File: config.mk
export PLATFORM = sky130hd
export DESIGN_NAME = bis_fifo
export DESIGN_NICKNAME = d
export VERILOG_FILES = /design/src/rtl/bis_fifo.sv
export SDC_FILE = /design/constraint.sdc
export NUM_CORES = 1
export LEC_CHECK = 0
export BUFFER_PORTS_ARGS = -buffer_cell sky130_fd_sc_hd__buf_4
export CORE_MARGIN = 5
export CORE_UTILIZATION = 45
export CTS_CLUSTER_DIAMETER = 200
export DETAILED_ROUTE_END_ITERATION = 8
export PLACE_DENSITY_LB_ADDON = 0.08
export SKIP_CTS_REPAIR_TIMING = 1
export SKIP_LAST_GASP = 1
export SYNTH_ARGS = -nofsm -noshare
export SYNTH_HDL_FRONTEND = slang
export SYNTH_SLANG_ARGS = --single-unit
File: constraint.sdc
create_clock -name clk -period 2.2 [get_ports clk]
set_input_delay 0.11 -clock clk [delete_from_list [all_inputs] [get_ports clk]]
set_output_delay 0.11 -clock clk [all_outputs]
set_load 0.01 [all_outputs]
File: src/rtl/bis_fifo.sv
// Small register-based queue with a fill count.
// Standalone; used between front and back and as the result queue.
`timescale 1ns / 1ps

module bis_fifo #(
  parameter int WIDTH = 8,
  parameter int DEPTH = 4
) (
  input  logic                         clk,
  input  logic                         rst_n,
  input  logic                         push,
  input  logic [WIDTH-1:0]             din,
  output logic                         full,
  input  logic                         pop,
  output logic [WIDTH-1:0]             dout,
  output logic                         empty,
  output logic [$clog2(DEPTH+1)-1:0]   count
);

  localparam int PW = (DEPTH > 1) ? $clog2(DEPTH) : 1;
  localparam int CW = $clog2(DEPTH + 1);

  logic [WIDTH-1:0] mem [DEPTH];
  logic [PW-1:0]    wp_r;
  logic [PW-1:0]    rp_r;
  logic [CW-1:0]    cnt_r;
  logic             do_push;
  logic             do_pop;

  assign full    = (cnt_r == CW'(DEPTH));
  assign empty   = (cnt_r == '0);
  assign count   = cnt_r;
  assign dout    = mem[rp_r];
  assign do_push = push && !full;
  assign do_pop  = pop && !empty;

  always_ff @(posedge clk) begin
    if (!rst_n) begin
      wp_r  <= '0;
      rp_r  <= '0;
      cnt_r <= '0;
    end else begin
      if (do_push) begin
        wp_r <= (wp_r == PW'(DEPTH - 1)) ? '0 : wp_r + PW'(1);
      end
      if (do_pop) begin
        rp_r <= (rp_r == PW'(DEPTH - 1)) ? '0 : rp_r + PW'(1);
      end
      if (do_push && !do_pop) begin
        cnt_r <= cnt_r + CW'(1);
      end else if (do_pop && !do_push) begin
        cnt_r <= cnt_r - CW'(1);
      end
    end
  end

  always_ff @(posedge clk) begin
    if (do_push) begin
      mem[wp_r] <= din;
    end
  end

endmodule

==> metrics.md <==
| Metric | Value |
|---|---|
| Status | completed |
| Layout cells sized above 1 | 33.59% |
| Layout fillers | 281 |
| Main synth FF type | edfxtp_1 |
| Final Power | 2.141 mW |
| Synth cell types | 23 |
| First-pass GRT wire length | 4443 um |
| Tmin final | 2.029 ns |
| Final ANT Viol Nets | 0 |
| Initial antenna violation count | 0 |
| Worst Skew | 0.006066 ns |
| CTS tree | built |
| CORE AREA | 0.003416 mm2 |
| Grt total ovfl | 0 |
| Final Setup Violations | 0 |
| Finished Cell Area | 0.002028 mm2 |
| Root Driver | clkbuf_4 |
| Die H | 70.19 um |
| R2R setup slack | 0.17 ns |
| Pwr/cell area | 1056 mW/mm2 |
| Final wirelength | 2639 um |
| Clk Latency, worst-skew pair | 0.33 ns |
| Final Hold Viols | 0 |
| All-Layer GR Usage | 12.04% |
| Number of synthesized flops with an enable pin | 32 |
| Post-Route Utilization | 59.38% |
| Area growth syn-to-layout | 24.41% |
| Most frequent cells after synthesis | edfxtp_1, dfxtp_1, mux4_2, ha_1, nand2_1 |
| Initial DRT Pass Iterations | 4 |
| Largest net degree at the start of global routing | 13 |
| IO Count | 25 |
| Worst hold path class | in2reg |
| Worst IR Drop VDD | 589.8 uV |
| Synthesized instance count | 93 |
| Most common cell in the netlist | edfxtp_1 |
| Post-DP Area | 0.001866 mm2 |
| Synth warn | 0 |
| Reg clk slew, reported paths | 0.11 ns |
| FF+latch count, synth | 41 |
| Synth async-reset ratio | 0% |
| Relative max-transition margin | 63.36% |
| Longest Clk Path Bufs | 2 |
| Sum Neg Setup Slack | 0 ns |
| Synth Net Count | 112 |
| Clk sinks | 41 |
| DR vias | 874 |
| Static Leak | 0.7476 nW |
| Critical path class | reg2reg |
| Hold depth | 2 |
| Number of global-route vias before repair | 909 |
| Slew @ Worst Pin | 0.5489 ns |
| Crit Path Max Fanout | 6 |
| Hold_sp | rst_n |
| Netlist Area Pre-Place | 0.001630 mm2 |
| Die width | 70.19 um |
| Max Freq | 0.4927 GHz |
| RePlAce Congestion | 0.7010 |
| R2r endpoint | count[2] |
| PnR worst setup slack | 0.1705 ns |
| Max Slew Vio Count | 0 |
| Total CTS buffers | 5 |
| Dpl ws | 0.06865 ns |
| Share of the synthesized area in the top cell type | 58.94% |
| CP Capture Type | flop |
| R2r startpoint | count[2] |
| FP Rows | 21 |
| Average size of a mapped cell | 17.53 um2 |
| Initial DRC Count | 36 |
| Residual DRC | 0 |
| MaxCap Viol Count | 0 |
| Die area | 0.004927 mm2 |
| Port buffer count | 24 |
| Vias per inst | 4.938 |
| Path depth of the worst reg2reg path | 8 |
| H-tree levels | 2 |
| Register area share after synthesis | 69.99% |
| Fin nets | 149 |
| Hold Path Sink | count[0] |
| Area leader, netlist | edfxtp_1 |
| Starting density of the core | 47.73% |
| Setup repair after global routing missed its margin | false |
| Final cycle utilization of the critical path | 92.25% |
| Startpoint Class | flop |
| Wire length per cell | 14.91 um |
| Worst Path Required | 2.47 ns |
| # diodes | 0 |
| Half-perimeter wire length after placement | 1878 um |
| Synth area leaders | edfxtp_1, dfxtp_1, mux4_2 |
| Worst EP arrival | 2.30 ns |
-- through the flow --
| stage | instances | hold WS, ns |
|---|---|---|
| after floorplan | 93 | 0.2089 |
| after global placement | 161 | 0.3107 |
| after detailed placement | 161 | 0.3172 |
| after CTS | 169 | -0.05114 |
| after global routing | 177 | 0.04828 |
| final | 177 | 0.07455 |
-- sequential cells by signal, indices dropped and copies added, names as in the netlist, named ones only --
name	flops
mem	32
count	3
rp_r	2
wp_r	2
-- final cells by class --
| type | instances | area (um2) | area share (%) |
|---|---|---|---|
| Sequential cell | 41 | 1144 | 56.38 |
| Timing Repair Buffer | 34 | 275.3 | 13.57 |
| Tap cell | 46 | 57.56 | 2.838 |
| Inverter | 3 | 11.26 | 0.5552 |
| Clock buffer | 6 | 41.29 | 2.036 |
| Clock inverter | 2 | 33.78 | 1.666 |
| Multi-Input combinational cell | 45 | 465.4 | 22.95 |
-- worst max path at each step --
stage | start | endpoint | slack (ns) | cells after the start
detailed placement | count[0] | count[2] | 0.07 | 7
global placement | count[0] | count[2] | 0.21 | 7
global route | count[2] | count[2] | 0.02 | 8
floorplan | count[0] | count[2] | 0.06 | 7
CTS | count[0] | count[2] | 0.07 | 7
finish | count[2] | count[2] | 0.17 | 8
-- routing by layer --
layer	share of wire [%]	track usage (%)	routed length, um
met1	44	14.30	1162
met2	50	19.31	1309
met3	4.9	4.878	130
met4	1.4	5.106	36
met5	0	0	0
-- kinds of logic after synthesis --
group / count (synthesis) / share of synthesized area [%]
AO/OA/AOI/OAI: 5 / 1.842
XOR/XNOR: 2 / 1.075
adder cells (fa/ha/maj): 7 / 5.833
buffers and inverters: 7 / 1.765
flip-flops: 41 / 69.99
multiplexers: 11 / 12.89
AND/OR/NAND/NOR: 20 / 6.600
-- worst max-delay path, cell delays in order, from the launching register on --
cell,delay (ns)
dfxtp_1,0.38
nor3b_2,0.18
nor2b_1,0.17
ha_1,0.21
inv_1,0.06
fa_1,0.37
xor2_1,0.15
or3_1,0.30
a21boi_0,0.15
-- power breakdown --
group | internal [mW] | switching, mW | leakage [nW]
sequential | 0.955 | 0.112 | 0.368
clock | 0.237 | 0.223 | 0.0399
combinational | 0.354 | 0.260 | 0.340
total | 1.55 | 0.595 | 0.748
-- placed cells by master, fill, tap and decap left out, types with 2 or more instances in the layout --
cell type / count
and2_1: 5
buf_4: 26
clkbuf_4: 5
dfxtp_1: 7
dfxtp_2: 2
dlygate4sd3_1: 8
edfxtp_1: 32
ha_1: 6
inv_1: 3
mux2i_1: 3
mux4_2: 8
nand2_1: 6
nand3_1: 2
nor2_1: 2
nor2b_1: 2
o21ai_0: 3
No activity file was read; power rests on OpenSTA's default activity.
