File: config.mk
export PLATFORM = sky130hd
export DESIGN_NAME = bis_div
export DESIGN_NICKNAME = d
export VERILOG_FILES = /design/src/rtl/bis_pkg.sv /design/src/rtl/bis_div.sv
export SDC_FILE = /design/constraint.sdc
export NUM_CORES = 1
export LEC_CHECK = 0
export BUFFER_PORTS_ARGS = -buffer_cell sky130_fd_sc_hd__buf_2
export CAP_MARGIN = 0
export CORE_MARGIN = 1
export CORE_UTILIZATION = 50
export CTS_CLUSTER_DIAMETER = 100
export DETAILED_ROUTE_END_ITERATION = 8
export HOLD_SLACK_MARGIN = 0.03
export PLACE_DENSITY = 0.86
export SLEW_MARGIN = 20
export SYNTH_ARGS = -nofsm -noshare
export SYNTH_HDL_FRONTEND = slang
export SYNTH_SLANG_ARGS = --single-unit
File: constraint.sdc
create_clock -name clk -period 5.1 [get_ports clk]
set_input_delay 0.51 -clock clk [delete_from_list [all_inputs] [get_ports clk]]
set_output_delay 0.51 -clock clk [all_outputs]
set_load 0.05 [all_outputs]
File: src/rtl/bis_pkg.sv
// Shared types and constants of the bilinear image scaler.
// Used by the top, divider, front end, back end and testbench; depends on nothing.
`timescale 1ns / 1ps

package bis_pkg;

  localparam int SRC_DIM_W  = 7;
  localparam int DST_DIM_W  = 11;
  localparam int COORD_W    = 10;
  localparam int CH_W       = 8;
  localparam int PIX_W      = 4 * CH_W;
  localparam int FRAC_W     = 16;
  localparam int STEP_W     = SRC_DIM_W + FRAC_W;
  localparam int PROD_W     = COORD_W + STEP_W;
  localparam int POS_W      = PROD_W + 2;
  localparam int WGT_W      = 9;
  localparam int COEF_W     = 2 * WGT_W - 1;
  localparam int CFG_ADDR_W = 3;
  localparam int CFG_DATA_W = 11;

  localparam int MID_Q_DEPTH = 4;
  localparam int OUT_Q_DEPTH = 8;
  localparam int OUT_CNT_W   = $clog2(OUT_Q_DEPTH + 1);

  localparam logic [CFG_ADDR_W-1:0] CFG_SRC_WIDTH  = 3'd0;
  localparam logic [CFG_ADDR_W-1:0] CFG_SRC_HEIGHT = 3'd1;
  localparam logic [CFG_ADDR_W-1:0] CFG_DST_WIDTH  = 3'd2;
  localparam logic [CFG_ADDR_W-1:0] CFG_DST_HEIGHT = 3'd3;
  localparam logic [CFG_ADDR_W-1:0] CFG_HAS_ALPHA  = 3'd4;

  localparam logic MODE_LOAD    = 1'b0;
  localparam logic MODE_REQUEST = 1'b1;

  localparam logic [SRC_DIM_W-1:0] SRC_DIM_MIN = 7'd2;
  localparam logic [DST_DIM_W-1:0] DST_DIM_MIN = 11'd1;
  localparam logic [WGT_W-1:0]     WGT_ONE     = 9'd256;
  localparam logic signed [POS_W-1:0] POS_HALF = 35'sd32768;

  typedef struct packed {
    logic              mode;
    logic [COORD_W-1:0] col;
    logic [COORD_W-1:0] row;
    logic [CH_W-1:0]   in_red;
    logic [CH_W-1:0]   in_green;
    logic [CH_W-1:0]   in_blue;
    logic [CH_W-1:0]   in_alpha;
  } in_item_t;

  typedef struct packed {
    logic [CH_W-1:0] out_red;
    logic [CH_W-1:0] out_green;
    logic [CH_W-1:0] out_blue;
    logic [CH_W-1:0] out_alpha;
  } out_item_t;

  // One classified beat: a store write, or a read of four neighbors with weights.
  typedef struct packed {
    logic               is_load;
    logic [COORD_W-1:0] col_idx;
    logic [COORD_W-1:0] row_idx;
    logic [PIX_W-1:0]   pixel;
    logic [WGT_W-1:0]   wx;
    logic [WGT_W-1:0]   wy;
  } q_entry_t;

endpackage

File: src/rtl/bis_div.sv
// Restoring divider for the Q7.16 step ratio, one quotient bit per cycle.
// Depends on bis_pkg for the size and step widths.
`timescale 1ns / 1ps

module bis_div (
  input  logic                           clk,
  input  logic                           rst_n,
  input  logic                           start,
  input  logic [bis_pkg::SRC_DIM_W-1:0]  src_dim,
  input  logic [bis_pkg::DST_DIM_W-1:0]  dst_dim,
  output logic [bis_pkg::STEP_W-1:0]     step,
  output logic                           busy
);

  localparam int CNT_W = $clog2(bis_pkg::STEP_W);
  localparam int REM_W = bis_pkg::DST_DIM_W;

  logic                         busy_r;
  logic [CNT_W-1:0]             cnt_r;
  logic [REM_W-1:0]             rem_r;
  logic [bis_pkg::STEP_W-1:0]   quo_r;
  logic [bis_pkg::STEP_W-1:0]   dividend;
  logic [REM_W:0]               rem_sh;
  logic [REM_W:0]               rem_sub;
  logic                         ge;

  assign dividend = {src_dim, {bis_pkg::FRAC_W{1'b0}}};
  assign rem_sh   = {rem_r, dividend[cnt_r]};
  assign ge       = (rem_sh >= {1'b0, dst_dim});
  assign rem_sub  = rem_sh - {1'b0, dst_dim};

  always_ff @(posedge clk) begin
    if (!rst_n || start) begin
      busy_r <= 1'b1;
      cnt_r  <= CNT_W'(bis_pkg::STEP_W - 1);
      rem_r  <= '0;
      quo_r  <= '0;
    end else if (busy_r) begin
      rem_r <= ge ? rem_sub[REM_W-1:0] : rem_sh[REM_W-1:0];
      quo_r <= {quo_r[bis_pkg::STEP_W-2:0], ge};
      if (cnt_r == '0) begin
        busy_r <= 1'b0;
      end else begin
        cnt_r <= cnt_r - CNT_W'(1);
      end
    end
  end

  assign step = quo_r;
  assign busy = busy_r;

endmodule

==> metrics.md, run 1 <==
| Metric | Value |
|---|---|
| Overall Power | `0.676 mW` |
| #FFs+latches synth | `40` |
| Fmax | `313 MHz` |
| Drt drc | `0` |
| Die Width | `68.4 µm` |
| Pwr per Cell Area | `about 260 mW/mm²` |
| Std-Cell Rows | `23` |
| CTS tree | `done` |
| Synth top area share | `a little over a third` |
| Top cells by count, synth | `41 x nor2_1, 40 x dfxtp_1, 30 x mux2i_1, 16 x inv_1, 14 x nand2_1` |
| Yosys top cell by area | `dfxtp_1` |
| Final ANT Viol Nets | `0` |
| Storage cell area | `between 800 and 900 µm²` |
| First-pass DRT Iterations | `4` |
| Arrival @ worst endpoint | `3.42 ns` |
| Dpl hpwl | `3150 µm` |
| Placed cell area | `between 0.002 and 0.0025 mm²` |
| Area grow syn2layout | `16.8%` |
| Slew headroom | `between 30 and 40%` |
| Setup crit start kind | `register` |
| Post-synthesis async set-or-reset flop share | `0%` |
| Die height | `between 60 and 70 µm` |
| Diode count | `0` |
| Status | `finished clean` |
| Vias | `1800` |
| Total grt overflow | `0` |
| Max-cap violations | `0` |
| WL final | `roughly 4300 µm` |
| RePlAce Congestion | `slightly below 0.8` |
| Seq/Total Area, Yosys | `36.3%` |
| Hold-fix buffers, CTS | `0` |
| First-pass GRT wire length | `slightly below 7000 µm` |
| Hold path cells | `2` |
| Slack of the critical path | `roughly 1.9 ns` |
| Top Layer Used | `met4` |
| Reg2reg path depth | `11` |
| Core area | `0.00412 mm²` |
| Distinct cells, synth | `between 40 and 50` |
| Top_reg_cell synth | `dfxtp_1` |
| Sink Count | `40` |
| Root Buffer | `clkbuf_8` |
| Count leader, synth | `nor2_1` |
| Worst hold path class | `register to register` |
| Layout Cells excl Fill | `between 300 and 400` |
| Final hold slack | `0.477 ns` |
| Initial antenna violation count | `0` |
| Post-Syn Area | `roughly 0.0022 mm²` |
| Maximum vdd drop | `0.283 mV` |
| IO Pins | `between 40 and 50` |
| Final period util | `a little over three fifths` |
| Gr usage total | `about 20%` |
| Worst-path clk slew | `0.07 ns` |
| Largest net degree at the start of global routing | `42` |
| Final setup TNS | `0 ns` |
| Total CTS buffers | `5` |
| Clk buf depth | `2` |
| Clk_skew | `slightly below 0.003 ns` |
| Post-CTS Resized | `0` |
| Setup violations, final | `0` |
| Post-layout min period | `~3.2 ns` |
| Crit path max fanout | `14` |
| Pre-CTS setup slack | `about 1.8 ns` |
| Postcts setup bufs | `0` |
| Die ar. | `about 0.0047 mm²` |
| Req. time, crit path | `5.32 ns` |
| Post-route core utilization | `62.6%` |
| Worst-skew pair later-pin latency | `between 0.2 and 0.3 ns` |
| Fill count | `~370` |
| Cells after DPL | `about 330` |
| Mean Syn Cell Area | `between 9 and 10 µm²` |
| CTS HTree Levels | `2` |
| Final Hold Viols | `0` |
| Area occupied by multi-input gates | `approximately 0.0013 mm²` |
| Met2 WL | `2170 µm` |
| Post-route cell area | `approximately 0.0026 mm²` |
| M1 wire length | `1950 µm` |
| Syn nets | `~280` |
| Final Slew Violations | `0` |
| Unrepaired setup endpoints after global routing | `false` |
| Synth warnings | `0` |
| Crit Path Class | `register to register` |
| Port Buf Inserts | `44` |
| Initial core utilization | `between 50% and 60%` |
| Wire per inst | `approximately 13 µm` |
| Number of flops mapped to enable cells by yosys | `0` |
| DRT iter0 DRCs | `74` |
| Nets | `around 320` |
| Synth area leaders | `dfxtp_1 36%, mux2i_1 14%, ha_1 7.4%, nor2_1 7.0%, inv_1 2.7%` |
| Worst setup EP type | `register` |
| Proportion of layout cells with a drive suffix above 1 | `a little under a quarter` |
| Via/cell ratio | `between 5 and 6` |
| Slew @ Worst Pin | `about 1 ns` |
| LEAKAGE | `between 1 and 1.5 nW` |
| Met3 wire length | `126 µm` |
| Post-Syn Instances | `242` |
| Vias in the first global route | `between 1500 and 2000` |
==> cell usage in the layout, fill, tap and decap left out, drive strengths merged, types with 3 or more instances in the layout <==
cell type / n
xnor2: 4
o31ai: 3
inv: 16
dfxtp: 40
o21a: 3
ha: 13
nor2: 42
o211ai: 3
clkbuf: 5
a21oi: 10
mux2i: 30
buf: 45
nand2: 14
nand2b: 5
xor2: 4
o21ai: 12
nor3: 3
==> cells by family after synthesis <==
logic type,after synthesis,share of synthesized area [%]
simple gates,78,16.9
compound gates,44,15.1
flops,40,36.3
mux,32,15.3
buf+inv,26,4.93
fa+ha+maj,14,8.28
xor+xnor,8,3.18
==> routing by layer <==
layer,GRT usage (%),vias up
met3,4.83,4
li1,-,930
met4,4.69,0
met2,36.4,29
met5,0,-
met1,22.4,837
==> where the power goes <==
group          internal (mW)  total [mW]  switching (mW)
logic                 0.0285      0.0616          0.0331
clock network          0.193       0.297           0.105
registers              0.314       0.317         0.00286
total                  0.535       0.676           0.141
==> registers in the layout (all words and copies together), names as in the netlist <==
register,count
rem_r,11
step,23
cnt_r,5
busy,1
==> layout make-up <==
class / instances / area share (%)
timing repair buffer: 45 / 8.83
sequential: 40 / 31.1
inverter: 16 / 2.33
multi-input combinational: 176 / 50.3
clock buffer: 5 / 2.67
tap: 50 / 2.43
clock inverter: 2 / 2.33
==> final timing paths <==
kind	start	endpoint	slack, ns
setup / recovery	cnt_r[0]	rem_r[0]	1.91
hold / removal	rem_r[10]	rem_r[10]	0.48
setup reg to reg	cnt_r[0]	rem_r[0]	1.91
hold reg to reg	rem_r[10]	rem_r[10]	0.48
==> worst max-delay path, stage by stage, from the launching register on <==
cell and delay, ns:
dfxtp_1 0.41, mux4_2 0.51, o2111ai_1 0.24, ha_1 0.21
inv_1 0.05, fa_1 0.44, a211oi_4 0.29, o211ai_2 0.16
a31oi_4 0.24, nor2_4 0.12, mux2_4 0.33, a21oi_2 0.12
No activity file was read; power rests on OpenSTA's default activity.
==> inputs of run 2 (changes only) <==
ABC_AREA = 1   (was unset)
PLACE_DENSITY = 0.85   (was 0.86)
clock period = 3 ns   (was 5.1 ns; I/O delays follow)
==> metrics.md, run 2 <==
| Metric | Value |
|---|---|
| Largest net degree at the start of global routing | `39 (was 42)` |
| Worst path slowest cell | `fa_1 (was mux4_2)` |
| Seq/Total Area, Yosys | `33.2% (was 36.3%)` |
| Initial core utilization | `53.6% (about the same)` |
| Worst-path clk slew | `0.07 ns (about the same)` |
| Mean Syn Cell Area | `6.42 µm² (was 9.12 µm²)` |
| Worst hold path class | `input port to register (was register to register)` |
| Status | `finished clean (unchanged)` |
| Worst path bufs/invs | `3 (was 1)` |
| Fill count | `417 (was 366)` |
| Post-synthesis async set-or-reset flop share | `0% (unchanged)` |
| Crit path cell chain | `inv_1 -> o21ai_0 -> nand3_1 -> nand3_1 -> ha_1 -> inv_1 -> fa_1 -> nand2_1 -> nand2_1 -> nand2_4 -> nand2_2 -> nand2_4 -> inv_2 -> nor2_4 -> nand2_2 -> nor2_1 -> nor2_1 -> nor2_1 (was mux4_2 -> o2111ai_1 -> ha_1 -> inv_1 -> fa_1 -> a211oi_4 -> o211ai_2 -> a31oi_4 -> nor2_4 -> mux2_4 -> a21oi_2)` |
| Unrepaired setup endpoints after global routing | `false (unchanged)` |
| Vias | `2374 (was 1800)` |
| Port Buf Inserts | `44 (unchanged)` |
| Max FFs per register | `23 (unchanged)` |
| Req. time, crit path | `3.23 ns (was 5.32 ns)` |
| Crit Path Class | `register to register (unchanged)` |
| Syn nets | `411 (was 277)` |
| Grt peak-use layer | `met2 (unchanged)` |
| Post-route core utilization | `61.1% (was 62.6%)` |
| Grt met3 use | `5.34% (was 4.83%)` |
| Postcts setup bufs | `0 (unchanged)` |
| Hold-fix buffers, CTS | `0 (unchanged)` |
| Worst setup EP type | `register (unchanged)` |
| First-pass GRT wire length | `8820 µm (was 6940 µm)` |
| Main combinational cell family by area after synthesis | `simple AND/OR/NAND/NOR gates (unchanged)` |
| Most frequent cells in the layout | `131 x nand2_1, 56 x inv_1, 44 x buf_2, 40 x dfxtp_1, 35 x a21oi_1 (was 44 x buf_2, 41 x nor2_1, 39 x dfxtp_1, 30 x mux2i_1, 16 x inv_1)` |
| Post-Syn Instances | `376 (was 242)` |
| Vias in the first global route | `2156 (was 1656)` |
| Via/cell ratio | `5.04 (was 5.39)` |
| Area occupied by multi-input gates | `0.00134 mm² (was 0.00130 mm²)` |
| Final period util | `86.6% (was 62.6%)` |
| Die height | `71.5 µm (was 68.4 µm)` |
| Area grow syn2layout | `14.1% (was 16.8%)` |
| Placed cell area | `0.00266 mm² (was 0.00245 mm²)` |
| WL final | `5180 µm (was 4290 µm)` |
| Storage cell area | `801 µm² (was 802 µm²)` |
| Post-CTS Resized | `0 (unchanged)` |
| Drt drc | `0 (unchanged)` |
| Fmax | `385 MHz (was 313 MHz)` |
| Maximum vdd drop | `0.358 mV (was 0.283 mV)` |
| Setup crit start kind | `register (unchanged)` |
| Diode count | `0 (unchanged)` |
| Final setup TNS | `0 ns (unchanged)` |
| Sink Count | `40 (unchanged)` |
| Worst-skew pair later-pin latency | `0.29 ns (was 0.28 ns)` |
| DRT iter0 DRCs | `104 (was 74)` |
| IO Pins | `45 (unchanged)` |
| Setup violations, final | `0 (unchanged)` |
| Number of flops mapped to enable cells by yosys | `0 (unchanged)` |
| #FFs+latches synth | `40 (unchanged)` |
| RePlAce Congestion | `0.888 (was 0.782)` |
| Crit path max fanout | `7 (was 14)` |
| Root Buffer | `clkbuf_8 (unchanged)` |
| Dpl hpwl | `3820 µm (was 3150 µm)` |
| Initial antenna violation count | `0 (unchanged)` |
| CTS HTree Levels | `2 (unchanged)` |
| Most frequent CP cell | `nor2_1` |
| Yosys top cell by area | `dfxtp_1 (unchanged)` |
| Proportion of layout cells with a drive suffix above 1 | `16.2% (was 22.9%)` |
| Cell family with most CP delay | `simple AND/OR/NAND/NOR gates (was compound AO/OA/AOI/OAI gates)` |
| Overall Power | `1.01 mW (was 0.676 mW)` |
| Synth warnings | `0 (unchanged)` |
| GRT met1 Usage | `26.6% (was 22.4%)` |
| Mux contribution to synthesized area | `0% (was 15.3%)` |
| Layout Cells excl Fill | `471 (was 334)` |
| Clk buf depth | `2 (unchanged)` |
| Wire per inst | `11.0 µm (was 12.8 µm)` |
| LEAKAGE | `1.48 nW (was 1.28 nW)` |
| Slew headroom | `64.2% (was 33.5%)` |
| Post-route cell area | `0.00275 mm² (was 0.00258 mm²)` |
| Top cells by count, synth | `131 x nand2_1, 56 x inv_1, 40 x dfxtp_1, 35 x a21oi_1, 25 x nand3_1 (was 41 x nor2_1, 40 x dfxtp_1, 30 x mux2i_1, 16 x inv_1, 14 x nand2_1)` |
| Total CTS buffers | `5 (unchanged)` |
| CTS tree | `done (unchanged)` |
| Top_reg_cell synth | `dfxtp_1 (unchanged)` |
| Count leader, synth | `nand2_1 (was nor2_1)` |
| Distinct cells, synth | `34 (was 48)` |
| Pwr per Cell Area | `367 mW/mm² (was 262 mW/mm²)` |
| Slowest stage delay, CP | `0.40 ns (was 0.51 ns)` |
| Clk_skew | `0.00446 ns (was 0.00294 ns)` |
| First-pass DRT Iterations | `5 (was 4)` |
| Gr usage total | `21.6% (was 19.7%)` |
| Cells after DPL | `463 (was 327)` |
| Die ar. | `0.00511 mm² (was 0.00468 mm²)` |
| Xor and xnor area share after synthesis | `0.726% (was 3.18%)` |
| Adder-cell share of the synthesized area | `7.57% (was 8.28%)` |
| Most common cell after layout, fill and taps aside | `nand2_1 (was buf_2)` |
| Simple-Gate Fraction of Synth Area | `35.8% (was 16.9%)` |
| Compound-Gate Fraction of Synth Area | `11.3% (was 15.1%)` |
| Die Width | `71.5 µm (was 68.4 µm)` |
| Nets | `453 (was 319)` |
| Slew @ Worst Pin | `0.537 ns (was 0.998 ns)` |
| Total grt overflow | `0 (unchanged)` |
| Final Slew Violations | `0 (unchanged)` |
| Final ANT Viol Nets | `0 (unchanged)` |
| Synth area leaders | `dfxtp_1 33%, nand2_1 20%, inv_1 8.7%, a21oi_1 7.3%, ha_1 6.7% (was dfxtp_1 36%, mux2i_1 14%, ha_1 7.4%, nor2_1 7.0%, inv_1 2.7%)` |
| Post-layout min period | `2.60 ns (was 3.19 ns)` |
| Post-Syn Area | `0.00241 mm² (was 0.00221 mm²)` |
| Final Hold Viols | `0 (unchanged)` |
| Arrival @ worst endpoint | `2.83 ns (was 3.42 ns)` |
| GR Util met2 | `36.6% (was 36.4%)` |
| Core area | `0.00450 mm² (was 0.00412 mm²)` |
| Synth top area share | `33.2% (was 36.3%)` |
| Max-cap violations | `0 (unchanged)` |
| Std-Cell Rows | `24 (was 23)` |
run 2: per-layer routing:
| layer | wire [µm] | vias to the layer above |
|---|---|---|
| met5 | 0 | - |
| met2 | 2370 | 65 |
| met1 | 2440 | 1039 |
| met3 | 298 | 8 |
| met4 | 78 | 0 |
| li1 | - | 1262 |
run 2: metrics by stage:
stage          setup slack, ns  hold slack (ns)
2_1_floorplan            0.694            0.424
3_5_place_dp             0.418            0.458
4_1_cts                  0.391            0.256
6_report                 0.401            0.261
3_3_place_gp             0.556            0.458
5_1_grt                 0.0508            0.260
run 2: logic make-up (layout without fill, tap and decap cells):
logic type,after synthesis,count (layout)
compound gates,49,49
xor+xnor,2,2
fa+ha+maj,14,14
buf+inv,71,114
flops,40,40
simple gates,200,200
run 2: final cells by class:
cell class / instances / area share, %
Sequential cell: 40 / 29.1
Inverter: 60 / 8.18
Timing Repair Buffer: 46 / 8.55
Clock buffer: 8 / 3.27
Multi-Input combinational cell: 265 / 48.5
Tap cell: 52 / 2.36
run 2: final timing paths:
path / from / endpoint / slack, ns / depth (start not counted)
min: start / cnt_r[4] / 0.26 / 3
max: cnt_r[0] / rem_r[3] / 0.40 / 18
max reg2reg: cnt_r[0] / rem_r[3] / 0.40 / 18
min reg2reg: step[22] / step[22] / 0.47 / 2
run 2: power breakdown:
part / leakage [nW] / switching (mW) / internal (mW)
clock network: 0.0455 / 0.170 / 0.187
registers: 0.323 / 0.00422 / 0.535
logic: 1.11 / 0.0686 / 0.0441
total: 1.48 / 0.243 / 0.766
run 2: worst register-to-register path, stage by stage, from the launching register on:
cell and delay [ns]:
dfxtp_1 0.38, inv_1 0.13, o21ai_0 0.19, nand3_1 0.09, nand3_1 0.13, ha_1 0.16
inv_1 0.07, fa_1 0.40, nand2_1 0.10, nand2_1 0.12, nand2_4 0.09, nand2_2 0.06
nand2_4 0.08, inv_2 0.05, nor2_4 0.16, nand2_2 0.09, nor2_1 0.11, nor2_1 0.06
nor2_1 0.07
