### config.mk
export PLATFORM = sky130hd
export DESIGN_NAME = bis_front
export DESIGN_NICKNAME = d
export VERILOG_FILES = /design/src/rtl/bis_pkg.sv /design/src/rtl/bis_front.sv
export SDC_FILE = /design/constraint.sdc
export NUM_CORES = 1
export LEC_CHECK = 0
export BUFFER_PORTS_ARGS = -buffer_cell sky130_fd_sc_hd__buf_2
export CORE_UTILIZATION = 50
export DETAILED_ROUTE_END_ITERATION = 10
export PLACE_DENSITY = 0.68
export SYNTH_ARGS = -nofsm -noshare
export SYNTH_HDL_FRONTEND = slang
export SYNTH_SLANG_ARGS = --single-unit
### constraint.sdc
create_clock -name clk -period 16 [get_ports clk]
set_input_delay 0.8 -clock clk [delete_from_list [all_inputs] [get_ports clk]]
set_output_delay 0.8 -clock clk [all_outputs]
set_load 0.02 [all_outputs]
### src/rtl/bis_pkg.sv
// Shared types and constants of the bilinear image scaler.
// Used by the top, divider, front end, back end and testbench; depends on nothing.
`timescale 1ns / 1ps

package bis_pkg;

  localparam int SRC_DIM_W  = 7;
  localparam int DST_DIM_W  = 11;
  localparam int COORD_W    = 10;
  localparam int CH_W       = 8;
  localparam int PIX_W      = 4 * CH_W;
  localparam int FRAC_W     = 16;
  localparam int STEP_W     = SRC_DIM_W + FRAC_W;
  localparam int PROD_W     = COORD_W + STEP_W;
  localparam int POS_W      = PROD_W + 2;
  localparam int WGT_W      = 9;
  localparam int COEF_W     = 2 * WGT_W - 1;
  localparam int CFG_ADDR_W = 3;
  localparam int CFG_DATA_W = 11;

  localparam int MID_Q_DEPTH = 4;
  localparam int OUT_Q_DEPTH = 8;
  localparam int OUT_CNT_W   = $clog2(OUT_Q_DEPTH + 1);

  localparam logic [CFG_ADDR_W-1:0] CFG_SRC_WIDTH  = 3'd0;
  localparam logic [CFG_ADDR_W-1:0] CFG_SRC_HEIGHT = 3'd1;
  localparam logic [CFG_ADDR_W-1:0] CFG_DST_WIDTH  = 3'd2;
  localparam logic [CFG_ADDR_W-1:0] CFG_DST_HEIGHT = 3'd3;
  localparam logic [CFG_ADDR_W-1:0] CFG_HAS_ALPHA  = 3'd4;

  localparam logic MODE_LOAD    = 1'b0;
  localparam logic MODE_REQUEST = 1'b1;

  localparam logic [SRC_DIM_W-1:0] SRC_DIM_MIN = 7'd2;
  localparam logic [DST_DIM_W-1:0] DST_DIM_MIN = 11'd1;
  localparam logic [WGT_W-1:0]     WGT_ONE     = 9'd256;
  localparam logic signed [POS_W-1:0] POS_HALF = 35'sd32768;

  typedef struct packed {
    logic              mode;
    logic [COORD_W-1:0] col;
    logic [COORD_W-1:0] row;
    logic [CH_W-1:0]   in_red;
    logic [CH_W-1:0]   in_green;
    logic [CH_W-1:0]   in_blue;
    logic [CH_W-1:0]   in_alpha;
  } in_item_t;

  typedef struct packed {
    logic [CH_W-1:0] out_red;
    logic [CH_W-1:0] out_green;
    logic [CH_W-1:0] out_blue;
    logic [CH_W-1:0] out_alpha;
  } out_item_t;

  // One classified beat: a store write, or a read of four neighbors with weights.
  typedef struct packed {
    logic               is_load;
    logic [COORD_W-1:0] col_idx;
    logic [COORD_W-1:0] row_idx;
    logic [PIX_W-1:0]   pixel;
    logic [WGT_W-1:0]   wx;
    logic [WGT_W-1:0]   wy;
  } q_entry_t;

endpackage

### src/rtl/bis_front.sv
// Front end: accepts beats, maps destination coordinates to source neighbors
// and weights, and queues classified beats. Depends on bis_pkg.
`timescale 1ns / 1ps

module bis_front #(
  parameter int MAX_SRC_W = 64,
  parameter int MAX_SRC_H = 64
) (
  input  logic                           clk,
  input  logic                           rst_n,
  input  logic                           in_push,
  input  bis_pkg::in_item_t              in_data,
  output logic                           in_full,
  input  logic                           div_busy,
  input  logic [bis_pkg::STEP_W-1:0]     step_x,
  input  logic [bis_pkg::STEP_W-1:0]     step_y,
  input  logic [bis_pkg::SRC_DIM_W-1:0]  src_w,
  input  logic [bis_pkg::SRC_DIM_W-1:0]  src_h,
  input  logic                           q_full,
  output logic                           q_push,
  output bis_pkg::q_entry_t              q_entry
);

  typedef struct packed {
    logic [bis_pkg::SRC_DIM_W-1:0] idx;
    logic [bis_pkg::WGT_W-1:0]     w;
  } axis_t;

  function automatic axis_t axis_map(input logic [bis_pkg::PROD_W-1:0]    prod,
                                     input logic [bis_pkg::STEP_W-1:0]    stp,
                                     input logic [bis_pkg::SRC_DIM_W-1:0] dim);
    logic signed [bis_pkg::POS_W-1:0] pos;
    logic signed [bis_pkg::POS_W-1:0] lim;
    axis_t                            res;
    pos = signed'(bis_pkg::POS_W'(prod)) + signed'(bis_pkg::POS_W'(stp >> 1))
          - bis_pkg::POS_HALF;
    lim = signed'(bis_pkg::POS_W'({dim - bis_pkg::SRC_DIM_W'(1),
                                    {bis_pkg::FRAC_W{1'b0}}}));
    priority if (pos[bis_pkg::POS_W-1]) begin
      res.idx = '0;
      res.w   = bis_pkg::WGT_ONE;
    end else if (pos >= lim) begin
      res.idx = dim - bis_pkg::SRC_DIM_W'(2);
      res.w   = '0;
    end else begin
      res.idx = pos[bis_pkg::FRAC_W +: bis_pkg::SRC_DIM_W];
      res.w   = bis_pkg::WGT_ONE
                - bis_pkg::WGT_W'(pos[bis_pkg::FRAC_W-bis_pkg::CH_W +: bis_pkg::CH_W]);
    end
    return res;
  endfunction

  logic                          v_a_r;
  bis_pkg::in_item_t             item_a_r;
  logic [bis_pkg::PROD_W-1:0]    prod_x_r;
  logic [bis_pkg::PROD_W-1:0]    prod_y_r;
  logic                          advance;
  logic                          accept;
  logic                          is_load;
  logic                          load_ok;
  axis_t                         ax;
  axis_t                         ay;

  assign advance = !v_a_r || !q_full;
  assign in_full = div_busy || !advance;
  assign accept  = in_push && !in_full;

  always_ff @(posedge clk) begin
    if (!rst_n) begin
      v_a_r <= 1'b0;
    end else if (advance) begin
      v_a_r <= accept;
    end
  end

  always_ff @(posedge clk) begin
    if (advance && accept) begin
      item_a_r <= in_data;
      prod_x_r <= bis_pkg::PROD_W'(in_data.col) * bis_pkg::PROD_W'(step_x);
      prod_y_r <= bis_pkg::PROD_W'(in_data.row) * bis_pkg::PROD_W'(step_y);
    end
  end

  assign ax      = axis_map(prod_x_r, step_x, src_w);
  assign ay      = axis_map(prod_y_r, step_y, src_h);
  assign is_load = (item_a_r.mode == bis_pkg::MODE_LOAD);
  assign load_ok = (32'(item_a_r.col) < MAX_SRC_W) && (32'(item_a_r.row) < MAX_SRC_H);
  assign q_push  = v_a_r && !q_full && (!is_load || load_ok);

  always_comb begin
    q_entry.is_load = is_load;
    q_entry.pixel   = {item_a_r.in_alpha, item_a_r.in_blue,
                       item_a_r.in_green, item_a_r.in_red};
    q_entry.wx      = ax.w;
    q_entry.wy      = ay.w;
    if (is_load) begin
      q_entry.col_idx = item_a_r.col;
      q_entry.row_idx = item_a_r.row;
    end else begin
      q_entry.col_idx = bis_pkg::COORD_W'(ax.idx);
      q_entry.row_idx = bis_pkg::COORD_W'(ay.idx);
    end
  end

endmodule

==> results of run 1 <==
-- report_power, final --
part / switching (uW) / internal [uW]
sequential: 38.6 / 582
combinational: 2570 / 1840
clock: 177 / 206
total: 2780 / 2630
-- layout make-up --
type | count | area [um2] | share of cell area (%)
Multi-Input combinational cell | 1960 | 18090 | 70.48
Timing Repair Buffer | 191 | 958.4 | 3.733
Tap cell | 607 | 759.5 | 2.958
Clock inverter | 15 | 150.1 | 0.5848
Sequential cell | 120 | 3593 | 14.00
Clock buffer | 17 | 425.4 | 1.657
Inverter | 451 | 1693 | 6.594
-- critical path, stage by stage --
cell	delay, ns
buf_2	0.17
ha_1	0.31
ha_1	0.25
fa_1	0.44
a211oi_1	0.35
o21ai_1	0.22
a21oi_1	0.30
a21o_1	0.19
o21ai_0	0.13
a221oi_1	0.42
xnor2_1	0.22
ha_1	0.29
nor2b_1	0.13
o21ai_0	0.12
o21ai_0	0.10
nor3_1	0.17
nand4_1	0.11
or3_1	0.32
or4_4	0.54
a2111oi_0	0.73
nand2_1	0.29
nor2_1	0.17
buf_2	0.17
-- registers in the layout (all words and copies together) (netlist names) --
signal    cells
prod_x_r     33
prod_y_r     33
v_a_r         1
q_entry      32
item_a_r     21
-- stage by stage --
| step | power, uW | utilization, % |
|---|---|---|
| final | 5409 | 54.68 |
| after global routing | 6002 | 54.68 |
| after CTS | 5412 | 54.68 |
| after detailed placement | 4993 | 53.46 |
| after global placement | 4907 | 53.46 |
| after floorplan | 4014 | - |
-- path summary, 6_finish.rpt --
kind / start / cells after the start / to / slack, ns
setup reg to reg: v_a_r / 3 / q_entry[30] / 13.59
setup / recovery: step_x[2] / 23 / q_entry[11] / 8.26
hold / removal: in_data[14] / 1 / q_entry[40] / 0.52
hold reg to reg: v_a_r / 2 / v_a_r / 0.55
-- logic make-up (layout without fill, tap and decap cells) --
family	Yosys count	in the layout	share of synthesized area, %
DFF	120	120	14.95
and+or+nand+nor	816	816	16.99
AOI/OAI and AO/OA	393	393	10.93
xor gates and xnor gates	126	126	4.590
muxes	23	23	0.9784
adders and majority gates	602	602	41.76
buffers and inverters	585	674	9.800
-- per-layer routing --
metal	vias up	track usage, %
li1	8714	-
met1	9330	36.13
met2	572	40.04
met3	72	2.536
met4	2	5.640
met5	-	0
-- synth_stat cells (4+ instances only) --
cell type and number:
a2111oi_0 7, a211oi_1 21, a21o_1 39, a21oi_1 118, a31oi_1 6, and2_1 261
and3_1 7, buf_4 33, clkbuf_1 92, edfxtp_1 119, fa_1 334, ha_1 268
inv_1 451, mux2_2 4, mux2i_1 19, nand2_1 299, nand2b_1 12, nand3_1 27
nand4_1 10, nor2_1 101, nor2b_1 21, nor3_1 32, nor3b_1 9, nor4_1 9
o2111ai_1 4, o211ai_1 4, o21a_1 22, o21ai_0 67, o21ai_1 7, o21bai_1 23
o2bb2ai_1 13, o31a_1 5, o31ai_1 8, or3_1 6, xnor2_1 81, xor2_1 45
==> reports/metrics.csv, run 1 <==
metric;value;unit
wl_met2;27350;um
ant_nets;0;
critical_path_class;in -> out;
syn-cell-area;24040;um2
ys_warn_count;0;
timing.setup.tns;0;ns
final_common_cell;inv_1;
root_buffer;clkbuf_16;
drtIter0Drc;1143;
ys_top_cells_by_area;fa_1 28%, edfxtp_1 15%, ha_1 14%, inv_1 7.0%, and2_1 6.8%;
diodes;0;
dp_slack;8.313;ns
design_area;25670;um2
period_needed;7.744;ns
grt_util_all_layers;24.88;%
ctsResizeCount;0;
timing.fmax;129.1;MHz
insertion_delay;0.45;ns
synth_edf_count;119;
grt_max_degree;66;
worst_slack;8.256;ns
hold_viol;0;
worst_setup_path_end_kind;output port;
dieArea;48960;um2
num_rows;79;
cts.sinks;120;
routedWlPerCell;17.73;um
yosysTopAreaCellShare;27.81;%
core_area;46950;um2
synth_top_area_cell;fa_1;
avgSynthCellArea;9.021;um2
firstDrtPassIters;6;
synth.net_count;3385;
maxUsedRoutingLayer;met5;
worst_pin_slew;0.9077;ns
vias;18690;
ios;191;
clock_skew;0.01958;ns
antenna_found_initial;2;
startpoint_type;primary input;
cts-htree-levels;4;
io_buffers;190;
grt_pass1_vias;18960;
slew_headroom;37.92;%
nNetsFinal;3461;
postSynthCellCount;2665;
hold_class;in -> reg;
wl_met1;28150;um
synth-main-ff-cell;edfxtp_1;
critical_path_arrival;6.94;ns
power.density;210.7;nW/um2
drc;0;
clk_path_buf_depth;2;
die_h;221.3;um
start_util;51.20;%
instances_no_fill;3361;
holdBufCountCts;0;
ys_ff_latch;120;
route.met3.wl;3151;um
cts_buffers;17;
critPathRequiredTime;15.20;ns
critPathMaxFanout;11;
drv_slew;0;
place_hpwl;47970;um
placed_area;25100;um2
fp.dieW;221.3;um
nFillCells;4231;
ys_types;90;
async_flop_share;0;%
status;completed;
setup_viol;0;
mostFrequentLayoutCells;451 x inv_1, 334 x fa_1, 299 x nand2_1;
avgViaCountPerCell;5.561;
seq_area_frac_synth;14.95;%
postCtsSetupBuffers;0;
clk_pin_slew;0.07;ns
min_period_over_period;48.40;%
place_congestion;0.9233;
rsz0062_at_grt;no;
syn_to_final_growth;6.792;%
detail_route.wirelength;59590;um
ir_worst_vdd;0.1209;mV
grt_first_pass_wirelength;97960;um
drive_above_1_share;9.150;%
leakage;0.01265;uW
cts_tree;built;
holdWs;0.5224;ns
dp.cells;3329;
grt_overflow_total;0;
maxCapViolCount;0;
Note: power is estimated with default switching activity, not from simulation.
==> run 2, diff against run 1 <==
==> constraint.sdc (replaced) <==
create_clock -name clk -period 7.9 [get_ports clk]
set_input_delay 0.395 -clock clk [delete_from_list [all_inputs] [get_ports clk]]
set_output_delay 0.395 -clock clk [all_outputs]
set_load 0.02 [all_outputs]
==> run 2 against run 1 <==
Via count shrank 0.36%. Clock power grew 110%. Clock skew shrank 0.011 ns. Clock-buffer cell count is the same. Worst hold slack lost 0.39 ns. Critical endpoint is now q_entry[14].
==> reports/metrics.csv, run 2 (synthesized netlist as in run 1, its figures left out) <==
metric;value;unit;change
drv_slew;0;;unchanged
critPathMaxFanout;6;;-5
core_area;46950;um2;unchanged
drive_above_1_share;9.183;%;+0.033 points
timing.fmax;141.8;MHz;
cts_buffers;17;;unchanged
critical_path_class;reg -> out;;
worst_setup_path_end_kind;output port;;
clk_pin_slew;0.06;ns;about the same
ant_nets;0;;unchanged
leakage;0.01268;uW;+0.23%
grt_overflow_total;0;;unchanged
firstDrtPassIters;5;;-1
syn_to_final_growth;7.005;%;
grt_max_degree;65;;-1.5%
ir_worst_vdd;0.3133;mV;+160%
drc;0;;unchanged
pwr-share-seq;11.5;%;about the same
ios;191;;unchanged
grt_pass1_vias;19210;;+1.3%
diodes;0;;unchanged
nFillCells;4230;;-0.024%
start_util;51.20;%;unchanged
worst_pin_slew;0.9002;ns;-0.007449 ns
holdBufCountCts;0;;unchanged
detail_route.wirelength;58730;um;-1.4%
critPathRequiredTime;7.51;ns;-7.69 ns
gr-usage-met3;3.877;%;+1.3 points
use_met1;35.98;%;-0.15 points
avgViaCountPerCell;5.539;;-0.39%
clock_power_share;7.5;%;+0.4 points
clock_skew;0.008110;ns;-0.01147 ns
switching_share;50.64;%;-0.78 points
setup_viol;0;;unchanged
timing.setup.tns;0;ns;unchanged
crit_path_cell_trace;ha_1 -> ha_1 -> fa_1 -> a211oi_1 -> o21ai_1 -> a21oi_1 -> a21o_1 -> o21ai_0 -> a221oi_1 -> xnor2_1 -> ha_1 -> nor2b_1 -> o21ai_0 -> o21ai_0 -> nor3_1 -> nand4_1 -> or3_1 -> or4_4 -> a2111oi_0 -> nand2_1 -> nor2_1 -> buf_2;;
grt_util_all_layers;24.49;%;-0.38 points
critPathMaxStageDelay;0.67;ns;-0.06 ns
ctsResizeCount;0;;unchanged
min_period_over_period;89.26;%;
antenna_found_initial;1;;-1
critical_path_arrival;6.66;ns;-0.28 ns
cts_tree;built;;
maxCapViolCount;0;;unchanged
place_congestion;0.8792;;-4.8%
hold_class;in -> reg;;
p_comb_share;81.0;%;-0.4 points
place_hpwl;46890;um;-2.2%
hold_viol;0;;unchanged
drtIter0Drc;1087;;-4.9%
holdPathStages;1;;unchanged
io_buffers;190;;unchanged
gr-usage-met2;37.85;%;-2.2 points
grt_first_pass_wirelength;97430;um;-0.54%
routedWlPerCell;17.47;um;-1.5%
slew_headroom;39.98;%;+2.1 points
root_buffer;clkbuf_16;;
startpoint_type;flop;;
rr_worst_depth;3;;unchanged
die_h;221.3;um;unchanged
vias;18620;;-0.36%
holdWs;0.1299;ns;-0.3925 ns
p_int;5403;uW;+110%
fp.dieW;221.3;um;unchanged
num_rows;79;;unchanged
cts-htree-levels;4;;unchanged
mostFrequentLayoutCells;451 x inv_1, 334 x fa_1, 299 x nand2_1;;
clk_path_buf_depth;2;;unchanged
critical-path-slowest-cell;a2111oi_0;;
insertion_delay;0.44;ns;about the same
period_needed;7.051;ns;
postCtsSetupBuffers;0;;unchanged
busiest_layer;met2;;
nNetsFinal;3462;;+0.029%
status;completed;;
power.density;425.5;nW/um2;+100%
dieArea;48960;um2;unchanged
switchingPower;5544;uW;+99%
cts.sinks;120;;unchanged
rsz0062_at_grt;no;;
final_common_cell;inv_1;;
-- run 2: per-stage QoR --
stage          area (um2)  power, uW  utilization, %  setup WS, ns  std cells
6_report            25720      10950           54.79        0.8486       3362
5_1_grt             25720      12150           54.79        0.1986       3362
4_1_cts             25720      10920           54.79        0.8141       3362
3_5_place_dp        25110      10020           53.47         1.016       3330
3_3_place_gp        25110       9875           53.47         1.175       3330
2_1_floorplan       24040       8130               -         1.863       2665
-- run 2: power by group through the flow --
stage / sequential (uW) / clock (uW) / combinational [uW]
floorplan: 1230 / 0 / 6900
detailed placement: 1270 / 0 / 8750
global placement: 1260 / 0 / 8610
finish: 1260 / 821 / 8870
global route: 1270 / 867 / 10000
CTS: 1250 / 837 / 8820
-- run 2: worst max-delay path: cells and delay by family (launching register included) --
kind | cells | cell delay [ns]
flip-flops | 1 | 0.37
buffers and inverters | 1 | 0.18
XOR/XNOR | 1 | 0.23
adder cells (fa/ha/maj) | 4 | 1.24
AND/OR/NAND/NOR | 7 | 1.71
AO/OA/AOI/OAI | 9 | 2.48
-- run 2: cell type report --
| cell class | instances | area (um2) | area share [%] |
|---|---|---|---|
| clock buffer | 17 | 425.4 | 1.654 |
| timing repair buffer | 192 | 965.9 | 3.755 |
| sequential | 120 | 3593 | 13.97 |
| tap | 607 | 759.5 | 2.952 |
| clock inverter | 15 | 193.9 | 0.7539 |
| multi-input combinational | 1960 | 18090 | 70.34 |
| inverter | 451 | 1693 | 6.581 |
-- run 2: metal layers --
metal / share of wire, % / vias to the layer above
li1: - / 8727
met4: 1.6 / 2
met5: 0.014 / -
met2: 44 / 603
met1: 48 / 9210
met3: 5.9 / 80
-- run 2: path summary, 6_finish.rpt --
kind	startpoint	end	slack (ns)
worst min register to register	v_a_r	v_a_r	0.54
worst max register to register	v_a_r	prod_x_r[14]	5.50
worst min-delay path	in_data[20]	q_entry[30]	0.13
worst max-delay path	prod_x_r[1]	q_entry[14]	0.85
==> run 3, diff against run 2 <==
--- a/config.mk
+++ b/config.mk
@@ -8,7 +8,7 @@
 export BUFFER_PORTS_ARGS = -buffer_cell sky130_fd_sc_hd__buf_2
 export CORE_UTILIZATION = 50
 export DETAILED_ROUTE_END_ITERATION = 10
-export PLACE_DENSITY = 0.68
+export PLACE_DENSITY = 0.77
 export SYNTH_ARGS = -nofsm -noshare
 export SYNTH_HDL_FRONTEND = slang
 export SYNTH_SLANG_ARGS = --single-unit
==> constraint.sdc (replaced) <==
create_clock -name clk -period 8.86 [get_ports clk]
set_input_delay 0.443 -clock clk [delete_from_list [all_inputs] [get_ports clk]]
set_output_delay 0.443 -clock clk [all_outputs]
set_load 0.02 [all_outputs]
==> run 3 against run 2 <==
Flip-flop and latch count did not move. Via count rose by 1.6%. First-iteration DRC count rose by 7.0%. Combinational power decreased by 11%. Sequential share of layout area about the same. Wire length grew 0.21%. Utilization about the same. Clock skew up 0.0067 ns. Final cell count about the same. Clock power fell by 9.9%. Non-clock buffer count decreased by 1. Critical path type unchanged. Critical endpoint is now q_entry[13]. Largest cell class unchanged. Largest power group unchanged.
==> reports/metrics.csv, run 3 (synthesized netlist as in run 1, its figures left out) <==
metric;value;unit;change
status;completed;;
ff2ff_setup_slack;6.44;ns;+0.94 ns
die_h;221.3;um;unchanged
worst_setup_path_end_kind;output port;;
placed_area;25100;um2;about the same
io_buffers;190;;unchanged
maxCapViolCount;0;;unchanged
nNetsFinal;3461;;-0.029%
dp_slack;1.888;ns;+0.8717 ns
ant_nets;0;;unchanged
critical_path_arrival;6.90;ns;+0.24 ns
leakage;0.01267;uW;about the same
worst_pin_slew;1.010;ns;+0.1094 ns
critPathRequiredTime;8.42;ns;+0.91 ns
drtIter0Drc;1163;;+7.0%
holdBufCountCts;0;;unchanged
rr_worst_depth;3;;unchanged
timing.fmax;136.1;MHz;
final_common_cell;inv_1;;
postLayoutCoreUtil;54.77;%;about the same
ctsResizeCount;0;;unchanged
min_period_over_period;82.92;%;
slew_headroom;30.95;%;-9.0 points
cts-htree-levels;4;;unchanged
syn_to_final_growth;6.969;%;about the same
p_int;4782;uW;-11%
vias;18930;;+1.6%
switching_share;51.07;%;+0.43 points
drive_above_1_share;9.187;%;about the same
period_needed;7.346;ns;
power.density;380.1;nW/um2;-11%
drv_slew;0;;unchanged
avgViaCountPerCell;5.627;;+1.6%
rsz0062_at_grt;no;;
clock_power_share;7.6;%;about the same
r2r-end;q_entry[18];;
insertion_delay;0.45;ns;about the same
detail_route.wirelength;58860;um;+0.21%
mostFrequentLayoutCells;451 x inv_1, 334 x fa_1, 299 x nand2_1;;
ir_worst_vdd;0.2950;mV;-5.8%
grt_overflow_total;0;;unchanged
worst_slack;1.514;ns;+0.6651 ns
fp.dieW;221.3;um;unchanged
grt_max_degree;81;;+25%
start_util;51.20;%;unchanged
clk_path_buf_depth;2;;unchanged
clock_skew;0.01477;ns;+0.006659 ns
startpoint_type;flop;;
hold_class;in -> reg;;
crit_end;q_entry[13];;
drc;0;;unchanged
critPathMaxFanout;6;;unchanged
clk_pin_slew;0.07;ns;about the same
ios;191;;unchanged
place_congestion;0.9544;;+8.6%
critical_path_class;reg -> out;;
setup_viol;0;;unchanged
routedWlPerCell;17.50;um;+0.18%
postCtsSetupBuffers;0;;unchanged
timing.setup.tns;0;ns;unchanged
cts_buffers;17;;unchanged
grt_util_all_layers;24.55;%;+0.052 points
cts_tree;built;;
crit_start;prod_x_r[1];;
place_hpwl;46970;um;+0.16%
root_buffer;clkbuf_16;;
cts.sinks;120;;unchanged
grt_pass1_vias;19540;;+1.7%
holdPathStages;1;;unchanged
p_comb_share;81.0;%;about the same
r2r-start;v_a_r;;
num_rows;79;;unchanged
hold_viol;0;;unchanged
switchingPower;4991;uW;-10%
nFillCells;4116;;-2.7%
grt_first_pass_wirelength;97230;um;-0.20%
design_area;25720;um2;about the same
firstDrtPassIters;8;;+3
core_area;46950;um2;unchanged
dieArea;48960;um2;unchanged
antenna_found_initial;3;;+2
pwr-share-seq;11.4;%;about the same
run 3: cell types whose count changed in the layout (fill, tap and decap cells not counted):
| cell | before | now |
|---|---|---|
| nor4_1 | 9 | 8 |
| inv_6 | 3 | 5 |
| diode_2 | 0 | 2 |
| bufinv_16 | 3 | 2 |
| nor4_2 | 0 | 1 |
| buf_4 | 2 | 1 |
| clkinv_2 | 1 | 0 |
| clkinv_4 | 4 | 2 |
| inv_8 | 2 | 4 |
run 3: metal layers:
layer | routed length [um] | global-route usage (%) | vias up
met5 | 13 | 0 | -
met4 | 1354 | 7.309 | 2
met3 | 4267 | 4.355 | 94
met2 | 28130 | 41.38 | 684
met1 | 25090 | 32.18 | 9411
li1 | - | - | 8734
run 3: worst min-delay path by stage:
stage | start | end | slack (ns)
floorplan | v_a_r | v_a_r | 0.49
global placement | v_a_r | v_a_r | 0.51
detailed placement | v_a_r | v_a_r | 0.53
CTS | in_data[52] | item_a_r[52] | 0.13
global route | in_data[17] | q_entry[27] | 0.15
finish | in_data[18] | q_entry[28] | 0.16
run 3: layout make-up:
| cell class | count | area, um2 | area share (%) |
|---|---|---|---|
| Antenna cell | 2 | 5.005 | 0.01946 |
| Clock buffer | 17 | 425.4 | 1.654 |
| Clock inverter | 15 | 181.4 | 0.7055 |
| Inverter | 451 | 1693 | 6.583 |
| Multi-Input combinational cell | 1960 | 18100 | 70.38 |
| Sequential cell | 120 | 3593 | 13.97 |
| Tap cell | 607 | 759.5 | 2.953 |
| Timing Repair Buffer | 191 | 958.4 | 3.727 |
run 3: critical path, cell delays in order, from the launching register on:
cell and delay (ns):
edfxtp_1 0.39, ha_1 0.28, ha_1 0.24, fa_1 0.44, a211oi_1 0.33, o21ai_1 0.21, a21oi_1 0.32, a21o_1 0.19
o21ai_0 0.14, a221oi_1 0.46, xnor2_1 0.23, ha_1 0.30, nor2b_1 0.13, o21ai_0 0.12, o21ai_0 0.10, nor3_1 0.17
nand4_1 0.10, or3_1 0.31, or4_4 0.53, a2111oi_0 0.81, nand2_1 0.30, nor2_1 0.18, buf_2 0.18
run 3: metrics by stage:
stage / std cells / hold WS, ns / total power [uW]
2_1_floorplan: 2665 / 0.4928 / 7249
3_3_place_gp: 3329 / 0.5063 / 8703
3_5_place_dp: 3329 / 0.5270 / 8898
4_1_cts: 3361 / 0.1347 / 9727
5_1_grt: 3363 / 0.1480 / 10790
6_report: 3363 / 0.1628 / 9773
run 3: power groups by stage:
stage	registers, uW	clock network (uW)	logic [uW]
6_report	1110	740	7920
5_1_grt	1130	769	8900
4_1_cts	1110	753	7860
3_5_place_dp	1130	0	7770
3_3_place_gp	1120	0	7580
2_1_floorplan	1100	0	6150
